$ cat src/rtl/ipv4_prefix_match_list_defines.svh
// Assertion macros shared by the IPv4 prefix match list RTL.
// Depends on nothing; included by the top level only.
`ifndef IPV4_PREFIX_MATCH_LIST_DEFINES_SVH
`define IPV4_PREFIX_MATCH_LIST_DEFINES_SVH

// Whenever the antecedent holds, the consequent holds in the same cycle.
`define IPML_ASSERT_SAME(label, clk, rst_n, ante, cons) \
    label: assert property (@(posedge clk) disable iff (!rst_n) (ante) |-> (cons)) \
        else $error("assertion failed: same-cycle implication");

// Whenever the antecedent holds, the consequent holds in the next cycle.
`define IPML_ASSERT_NEXT(label, clk, rst_n, ante, cons) \
    label: assert property (@(posedge clk) disable iff (!rst_n) (ante) |=> (cons)) \
        else $error("assertion failed: next-cycle implication");

`endif

$ cat src/rtl/ipml_pkg.sv
// Package for the IPv4 prefix match list: sizes, command codes, the structs
// passed along the cell chain, and the prefix mask function. No dependencies.
package ipml_pkg;

    localparam int MAX_RULES   = 16;
    localparam int IDX_W       = (MAX_RULES > 1) ? $clog2(MAX_RULES) : 1;
    localparam int CNT_W       = $clog2(MAX_RULES + 1);
    localparam int ADDR_W      = 32;
    localparam int PLEN_W      = 6;

    typedef logic [1:0] t_cmd;
    localparam t_cmd CMD_ADD   = 2'd0;
    localparam t_cmd CMD_CHECK = 2'd1;
    localparam t_cmd CMD_CLEAR = 2'd2;

    // A lookup moving down the chain, one cell per cycle.
    typedef struct packed {
        logic              active;
        logic [ADDR_W-1:0] addr;
        logic              hit;
    } t_probe;

    // Rule write broadcast to all cells; the addressed cell stores it.
    typedef struct packed {
        logic              en;
        logic [IDX_W-1:0]  idx;
        logic [ADDR_W-1:0] addr;
        logic [ADDR_W-1:0] mask;
    } t_wr;

    // Leading-ones mask. Lengths above 32 shift everything out, which gives
    // the full mask, so saturation comes for free.
    function automatic logic [ADDR_W-1:0] prefix_mask(input logic [PLEN_W-1:0] len);
        prefix_mask = ~({ADDR_W{1'b1}} >> len);
    endfunction

endpackage

$ cat src/rtl/ipml_cell.sv
// One cell of the rule chain: holds one rule and compares the passing lookup.
// Depends on ipml_pkg.
module ipml_cell
    import ipml_pkg::*;
(
    input  logic             i_clk,
    input  logic             i_rst_n,
    input  logic [IDX_W-1:0] i_index,
    input  logic [CNT_W-1:0] i_count,
    input  t_wr              i_wr,
    input  t_probe           i_probe,
    output t_probe           o_probe
);

    logic [ADDR_W-1:0] r_addr;
    logic [ADDR_W-1:0] r_mask;
    t_probe            r_probe;
    t_probe            n_probe;
    logic              w_live;
    logic              w_match;

    // Only rules below the fill count take part in a lookup.
    assign w_live  = CNT_W'(i_index) < i_count;
    assign w_match = w_live && (((i_probe.addr ^ r_addr) & r_mask) == '0);

    always_comb begin
        n_probe     = i_probe;
        n_probe.hit = i_probe.hit | (i_probe.active & w_match);
    end

    always_ff @(posedge i_clk) begin
        if (i_wr.en && (i_wr.idx == i_index)) begin
            r_addr <= i_wr.addr;
            r_mask <= i_wr.mask;
        end
    end

    always_ff @(posedge i_clk) begin
        if (!i_rst_n) begin
            r_probe.active <= 1'b0;
        end else begin
            r_probe.active <= n_probe.active;
        end
        r_probe.addr <= n_probe.addr;
        r_probe.hit  <= n_probe.hit;
    end

    assign o_probe = r_probe;

endmodule

$ cat src/rtl/ipv4_prefix_match_list.sv
// Top level of the IPv4 prefix match list: command decode, fill count,
// result register and the chain of rule cells. Depends on ipml_pkg,
// ipml_cell and ipv4_prefix_match_list_defines.svh.
//
// Usage: one input channel (i_valid / o_ready) carries a command, an address
// and a prefix length; one output channel (o_valid / i_ready) returns one
// transaction per command with the matched flag and the status flag.
// Add appends a rule to the next free cell, or reports status 1 when all
// MAX_RULES cells are taken. Clear resets the fill count. Check sends the
// address down the row of rule cells, one cell per cycle; each cell ORs in
// its own prefix compare, and the result passes the holding stage and
// the output register. Add, clear and the unused command code answer
// through the holding stage and the output register. The block works on
// one command at a time: o_ready returns high in the cycle after the result
// is loaded into the output register, so no new command is taken before the
// last one is through, a check waiting on the whole cell chain. A stalled
// receiver holds the output register; a finished result then waits in a
// holding stage and no new command is taken until it moves on. Reset empties
// the list and the output channel.
`include "ipv4_prefix_match_list_defines.svh"

module ipv4_prefix_match_list
    import ipml_pkg::*;
(
    input  logic              i_clk,
    input  logic              i_rst_n,
    input  logic              i_valid,
    output logic              o_ready,
    input  logic [1:0]        i_command,
    input  logic [ADDR_W-1:0] i_address,
    input  logic [PLEN_W-1:0] i_prefix_len,
    output logic              o_valid,
    input  logic              i_ready,
    output logic              o_matched,
    output logic              o_status
);

    logic [CNT_W-1:0] r_count;
    logic             r_busy;
    logic             r_done;
    logic             r_res_matched;
    logic             r_res_status;
    logic             r_out_valid;
    logic             r_out_matched;
    logic             r_out_status;

    logic             w_accept;
    logic             w_full;
    logic             w_chain_done;
    logic             w_load_out;
    t_wr              w_wr;
    t_probe           w_probe [MAX_RULES+1];

    assign o_ready  = !r_busy;
    assign w_accept = i_valid && o_ready;
    assign w_full   = (r_count == CNT_W'(MAX_RULES));

    // A successful add writes the rule into the cell at the fill count.
    always_comb begin
        w_wr.en   = w_accept && (i_command == CMD_ADD) && !w_full;
        w_wr.idx  = r_count[IDX_W-1:0];
        w_wr.addr = i_address;
        w_wr.mask = prefix_mask(i_prefix_len);
    end

    // A check enters the first cell in the cycle it is accepted.
    always_comb begin
        w_probe[0].active = w_accept && (i_command == CMD_CHECK);
        w_probe[0].addr   = i_address;
        w_probe[0].hit    = 1'b0;
    end

    for (genvar g = 0; g < MAX_RULES; g++) begin : g_cell
        ipml_cell u_cell (
            .i_clk   (i_clk),
            .i_rst_n (i_rst_n),
            .i_index (IDX_W'(g)),
            .i_count (r_count),
            .i_wr    (w_wr),
            .i_probe (w_probe[g]),
            .o_probe (w_probe[g+1])
        );
    end

    assign w_chain_done = w_probe[MAX_RULES].active;
    assign w_load_out   = r_done && (!r_out_valid || i_ready);

    // Fill count.
    always_ff @(posedge i_clk) begin
        if (!i_rst_n) begin
            r_count <= '0;
        end else if (w_accept) begin
            unique case (i_command)
                CMD_ADD: begin
                    if (!w_full) begin
                        r_count <= r_count + CNT_W'(1);
                    end
                end
                CMD_CLEAR: begin
                    r_count <= '0;
                end
                default: begin
                    r_count <= r_count;
                end
            endcase
        end
    end

    // Command tracking and the holding stage in front of the output register.
    always_ff @(posedge i_clk) begin
        if (!i_rst_n) begin
            r_busy <= 1'b0;
            r_done <= 1'b0;
        end else begin
            if (w_accept) begin
                r_busy <= 1'b1;
            end else if (w_load_out) begin
                r_busy <= 1'b0;
            end
            if (w_accept && (i_command != CMD_CHECK)) begin
                r_done <= 1'b1;
            end else if (w_chain_done) begin
                r_done <= 1'b1;
            end else if (w_load_out) begin
                r_done <= 1'b0;
            end
        end
    end

    always_ff @(posedge i_clk) begin
        if (w_accept && (i_command != CMD_CHECK)) begin
            r_res_matched <= 1'b0;
            r_res_status  <= (i_command == CMD_ADD) && w_full;
        end else if (w_chain_done) begin
            r_res_matched <= w_probe[MAX_RULES].hit;
            r_res_status  <= 1'b0;
        end
    end

    // Output register.
    always_ff @(posedge i_clk) begin
        if (!i_rst_n) begin
            r_out_valid <= 1'b0;
        end else if (w_load_out) begin
            r_out_valid <= 1'b1;
        end else if (i_ready) begin
            r_out_valid <= 1'b0;
        end
    end

    always_ff @(posedge i_clk) begin
        if (w_load_out) begin
            r_out_matched <= r_res_matched;
            r_out_status  <= r_res_status;
        end
    end

    assign o_valid   = r_out_valid;
    assign o_matched = r_out_matched;
    assign o_status  = r_out_status;

    // The fill count never passes the number of cells.
    `IPML_ASSERT_SAME(a_count_bound, i_clk, i_rst_n, 1'b1, r_count <= CNT_W'(MAX_RULES))
    // A lookup leaves the chain only while its command is outstanding.
    `IPML_ASSERT_SAME(a_chain_owned, i_clk, i_rst_n, w_chain_done, r_busy && !r_done)
    // A finished result always belongs to an outstanding command.
    `IPML_ASSERT_SAME(a_done_busy, i_clk, i_rst_n, r_done, r_busy)
    // An add that fits grows the list by exactly one rule.
    `IPML_ASSERT_NEXT(a_add_grows, i_clk, i_rst_n, w_wr.en, r_count == $past(r_count) + CNT_W'(1))

endmodule
$ cat config.mk
export PLATFORM = sky130hd
export DESIGN_NAME = ipv4_prefix_match_list
export DESIGN_NICKNAME = d
export VERILOG_FILES = /design/src/rtl/ipml_pkg.sv /design/src/rtl/ipml_cell.sv /design/src/rtl/ipv4_prefix_match_list.sv
export VERILOG_INCLUDE_DIRS = /design/src /design/src/rtl
export SDC_FILE = /design/constraint.sdc
export NUM_CORES = 1
export LEC_CHECK = 0
export ABC_CLOCK_PERIOD_IN_PS = 5400
export BUFFER_PORTS_ARGS = -buffer_cell sky130_fd_sc_hd__clkbuf_2
export CELL_PAD_IN_SITES_DETAIL_PLACEMENT = 1
export CELL_PAD_IN_SITES_GLOBAL_PLACEMENT = 2
export CORE_UTILIZATION = 31
export CTS_BUF_LIST = sky130_fd_sc_hd__clkbuf_4 sky130_fd_sc_hd__clkbuf_8
export DETAILED_ROUTE_END_ITERATION = 8
export GPL_TIMING_DRIVEN = 0
export MAX_ROUTING_LAYER = met4
export PLACE_DENSITY = 0.63
export SKIP_LAST_GASP = 1
export SYNTH_ARGS = -nofsm -noshare
export SYNTH_HDL_FRONTEND = slang
export SYNTH_SLANG_ARGS = --single-unit
$ cat constraint.sdc
create_clock -name i_clk -period 5.4 [get_ports i_clk]
set_input_delay 0 -clock i_clk [delete_from_list [all_inputs] [get_ports i_clk]]
set_output_delay 0 -clock i_clk [all_outputs]
set_load 0.02 [all_outputs]
==> metrics.csv <==
stage;metric;value;unit
setup_path;timing startpoint of the critical path;i_prefix_len[5];
setup_path;data arrival at the endpoint of the critical path;3.56;ns
sta;final count of negative-setup-slack endpoints;0;
clocking;Num Clock Sinks;1548;
clocking;CTS buffer count;228;
synth;Syn Nets;2620;
synth;Post-Syn Instances;2572;
run_status;run status;finished clean;
sta;Final Hold Fails;0;
setup_path;kind of cell with the highest combined delay on the critical path;simple AND/OR/NAND/NOR gates;
clocking;clock transition at the register clock pins on the worst setup and hold paths after CTS;0.06;ns
setup_path;slowest CP cell;sky130_fd_sc_hd__nor2_2;
synth;average footprint of a synthesized cell;19.20;sq um
die;core region area;0.1582;sq mm
setup_path;cell mode on critical path;sky130_fd_sc_hd__nor2_1;
sta;max_slew headroom;0.02265;
drt;DR vias;23531;
setup_path;Reg-to-Reg Start;r_count[1];
drt;Post-DRT Antenna Nets;0;
placement;HPWL after detailed placement;90850;um
finish;most frequent standard cell in the layout excluding fill and tap cells;sky130_fd_sc_hd__edfxtp_1;
drt;post-detailed-route via-to-cell ratio;4.516;
setup_path;depth of the worst register-to-register path;5;
synth;fraction of synthesized area in multiplexers;0.0004054;
die;IO Pins;48;
setup_path;reg-to-reg critical path endpoint;g_cell[0].u_cell.r_addr[11];
setup_path;slowest stage delay, CP;0.81;ns
grt;wire length of the first global-routing pass;183200;um
drt;detailed-route DRC error count;0;
die;Die X;401.1;um
clocking;TritonCTS clock tree;done;
placement;routability cong.;0.7873;
finish;layout cell share with drive strength beyond 1;0.1730;
setup_path;capturing element type of the critical path;flop;
grt;residual overflow from global routing;0;
sta;post-layout min period;3.135;ns
clocking;Post-CTS Hold Fix Bufs;54;
drt;Initial DRC Count;1810;
power_and_ir_drop;total power consumption of the routed design;23580;uW
synth;synthesized flop and latch total;1548;
sta;Highest Clock Rate;319.0;MHz
job;number of maximum-capacitance violations;0;
synth;simple-gate area share of the yosys netlist;0.01883;
sta;Hold WS;0.09863;ns
die;total die area;0.1609;sq mm
synth;async set-or-reset flop fraction in the synthesized netlist;0;
finish;Layout Area Growth over Synthesis;18.37;%
min_path;worst-case hold path end point;g_cell[15].u_cell.r_mask[0];
synth;dominant combinational cell family by area after synthesis;XOR/XNOR gates;
clocking;post-CTS setup repair buffer count;0;
setup_path;critical path required time;5.82;ns
setup_path;Crit path buffers/inverters;3;
min_path;hold depth;1;
finish;layout net count;2974;
grt;number of antenna violations at the first check in global routing;29;
synth;share of the synthesized area in compound gates (AO/OA/AOI/OAI);0.05055;
setup_path;start-to-end type of the worst setup path;in2reg;
synth;Synth area leaders;sky130_fd_sc_hd__edfxtp_1 (62%), sky130_fd_sc_hd__dfxtp_1 (21%), sky130_fd_sc_hd__xor2_1 (9.1%);
clocking;count of instances resized after the clock tree is built;0;
min_path;type of the worst min-delay path;in2reg;
grt;via count of the first global-routing pass;24190;
sta;Slew @ Worst Pin;1.466;ns
placement;quantity of I/O buffers inserted on ports;46;
sta;Tcrit/Tclk final;0.5806;
setup_path;largest fanout on the critical path;25;
setup_path;worst-path cell chain;clkbuf_2 -> nor2_2 -> inv_2 -> nor2_1 -> inv_1 -> nor2_1 -> nand2_2;
die;total number of placement rows;146;
min_path;HP Start;i_prefix_len[5];
die;initial core utilization;0.3121;
synth;share of the yosys chip area belonging to registers;0.8358;
die;Die Span Y;401.1;um
power_and_ir_drop;leakage power;0.02047;uW
sta;Slew Viols, Final;0;
synth;leading area contributor after synthesis;sky130_fd_sc_hd__edfxtp_1;
finish;most frequent cells in the layout;sky130_fd_sc_hd__edfxtp_1 (1027), sky130_fd_sc_hd__dfxtp_1 (521), sky130_fd_sc_hd__xor2_1 (512), sky130_fd_sc_hd__clkbuf_8 (266), sky130_fd_sc_hd__a22oi_1 (132);
synth;dominant register cell in the synthesized netlist;sky130_fd_sc_hd__edfxtp_1;
synth;number of warnings reported in the yosys synthesis log;0;
grt;largest net degree at the start of global routing;65;
drt;detailed-route wire length per cell;25.53;um
sta;Final Skew;0.02501;ns
clocking;buffer type at the clock tree root;sky130_fd_sc_hd__clkbuf_8;
grt;global routing usage summed across all routing layers;0.1691;
synth;area of the mapped netlist;0.04938;sq mm
power_and_ir_drop;largest vdd supply drop;0.0002401;V
synth;fraction of the mapped netlist area in adder cells;0.001014;
synth;post-synth top area share;0.6246;
setup_path;reg2reg setup slack;2.46;ns
clocking;clk_lat worst skew;0.92;ns
synth;synth unique cells;50;
clocking;buffer levels on the longest clock path;3;
power_and_ir_drop;power density cells;403.5;mW/mm^2
clocking;Clock H-tree levels;4;
drt;Total Routed Length;133000;um
synth;XOR/XNOR Fraction of Synth Area;0.09081;
sta;unrepaired setup endpoints after global routing;false;
synth;Post-synth EDFFs;1027;
drt;DR pass1 iterations;5;
setup_path;category of the worst setup path launch point;input port;
==> layout make-up <==
class | count | area, sq um
fill | 15668 | 99750
sequential | 1548 | 41270
multi-input combinational | 993 | 8180
clock buffer | 386 | 4562
tap | 2072 | 2592
timing repair buffer | 124 | 1359
clock inverter | 45 | 329.1
inverter | 22 | 82.58
buffer | 9 | 46.29
antenna | 12 | 30.03
==> flip-flops by register name (all words and copies together) (netlist names) <==
name                   count
r_res_matched              1
g_cell.u_cell.r_addr     512
o_valid                    1
g_cell.u_cell.o_probe    512
r_res_status               1
o_matched                  1
r_done                     1
g_cell.u_cell.r_mask     512
r_count                    5
o_status                   1
r_busy                     1
==> cell families (layout without fill, tap and decap cells) <==
kind of cell,count (synthesis),after routing
compound gates,307,307
xor+xnor,512,512
fa+ha+maj,4,4
buf+inv,31,586
flops,1548,1548
mux,2,2
other cells,0,12
simple gates,168,168
==> per-layer routing <==
metal / GRT usage / up-vias / wire [um]
met2: 0.2663 / 655 / 63600
met1: 0.2221 / 12208 / 59730
met5: - / - / 0
met4: 0.05424 / 0 / 3245
li1: - / 10488 / -
met3: 0.02924 / 180 / 6464
==> synthesized netlist by cell type (2+ instances only) <==
master / count
sky130_fd_sc_hd__nand2_1: 34
sky130_fd_sc_hd__o31ai_1: 2
sky130_fd_sc_hd__and3_1: 3
sky130_fd_sc_hd__inv_1: 21
sky130_fd_sc_hd__a32oi_1: 4
sky130_fd_sc_hd__clkbuf_1: 2
sky130_fd_sc_hd__a41o_1: 4
sky130_fd_sc_hd__a31oi_1: 2
sky130_fd_sc_hd__a22oi_1: 132
sky130_fd_sc_hd__and4_1: 2
sky130_fd_sc_hd__a221oi_1: 48
sky130_fd_sc_hd__a21oi_1: 13
sky130_fd_sc_hd__nand3_1: 11
sky130_fd_sc_hd__nand4_1: 46
sky130_fd_sc_hd__dfxtp_1: 521
sky130_fd_sc_hd__buf_4: 2
sky130_fd_sc_hd__a211oi_1: 2
sky130_fd_sc_hd__and2_1: 31
sky130_fd_sc_hd__a222oi_1: 10
sky130_fd_sc_hd__a21o_1: 4
sky130_fd_sc_hd__edfxtp_1: 1027
sky130_fd_sc_hd__xor2_1: 512
sky130_fd_sc_hd__buf_2: 4
sky130_fd_sc_hd__nor3_1: 8
sky130_fd_sc_hd__o21ai_0: 15
sky130_fd_sc_hd__mux2i_1: 2
sky130_fd_sc_hd__nor3_2: 2
sky130_fd_sc_hd__o21bai_1: 6
sky130_fd_sc_hd__nor4_1: 2
sky130_fd_sc_hd__a221oi_2: 2
sky130_fd_sc_hd__o41ai_2: 7
sky130_fd_sc_hd__a22o_1: 50
sky130_fd_sc_hd__ha_1: 4
sky130_fd_sc_hd__nor2_1: 17
sky130_fd_sc_hd__nor2b_1: 5
==> worst max-delay path by stage <==
stage	to	slack, ns	cells past startpoint
final	g_cell[3].u_cell.r_mask[29]	2.26	7
after global routing	g_cell[4].u_cell.r_mask[29]	2.20	7
after CTS	g_cell[3].u_cell.r_mask[30]	2.22	6
after detailed placement	g_cell[1].u_cell.r_mask[30]	1.19	6
after global placement	g_cell[4].u_cell.r_mask[21]	-0.18	4
after floorplan	g_cell[2].u_cell.r_addr[0]	2.25	5
==> through the flow <==
stage | instances | utilization | TNS, ns | instance area [sq um] | setup WS [ns]
2_1_floorplan | 2572 | - | 0 | 49380 | 2.245
3_5_place_dp | 4714 | 0.3350 | 0 | 52990 | 1.191
5_1_grt | 5201 | 0.3693 | 0 | 58430 | 2.196
4_1_cts | 5199 | 0.3693 | 0 | 58420 | 2.222
3_3_place_gp | 4690 | 0.3300 | -2.815 | 52200 | -0.1823
6_report | 5211 | 0.3695 | 0 | 58450 | 2.265
==> power breakdown <==
group / switching [uW] / internal [uW]
registers: 168 / 12800
logic: 507 / 203
clock network: 4390 / 5480
==> worst register-to-register path: cells and delay by family (launching register included) <==
| family | cells | cell delay (ns) |
|---|---|---|
| adder cells (fa/ha/maj) | 1 | 0.37 |
| buffers and inverters | 2 | 0.42 |
| AND/OR/NAND/NOR | 1 | 0.79 |
| AO/OA/AOI/OAI | 1 | 0.53 |
| flip-flops | 1 | 0.36 |
No activity file was read; power rests on OpenSTA's default activity.
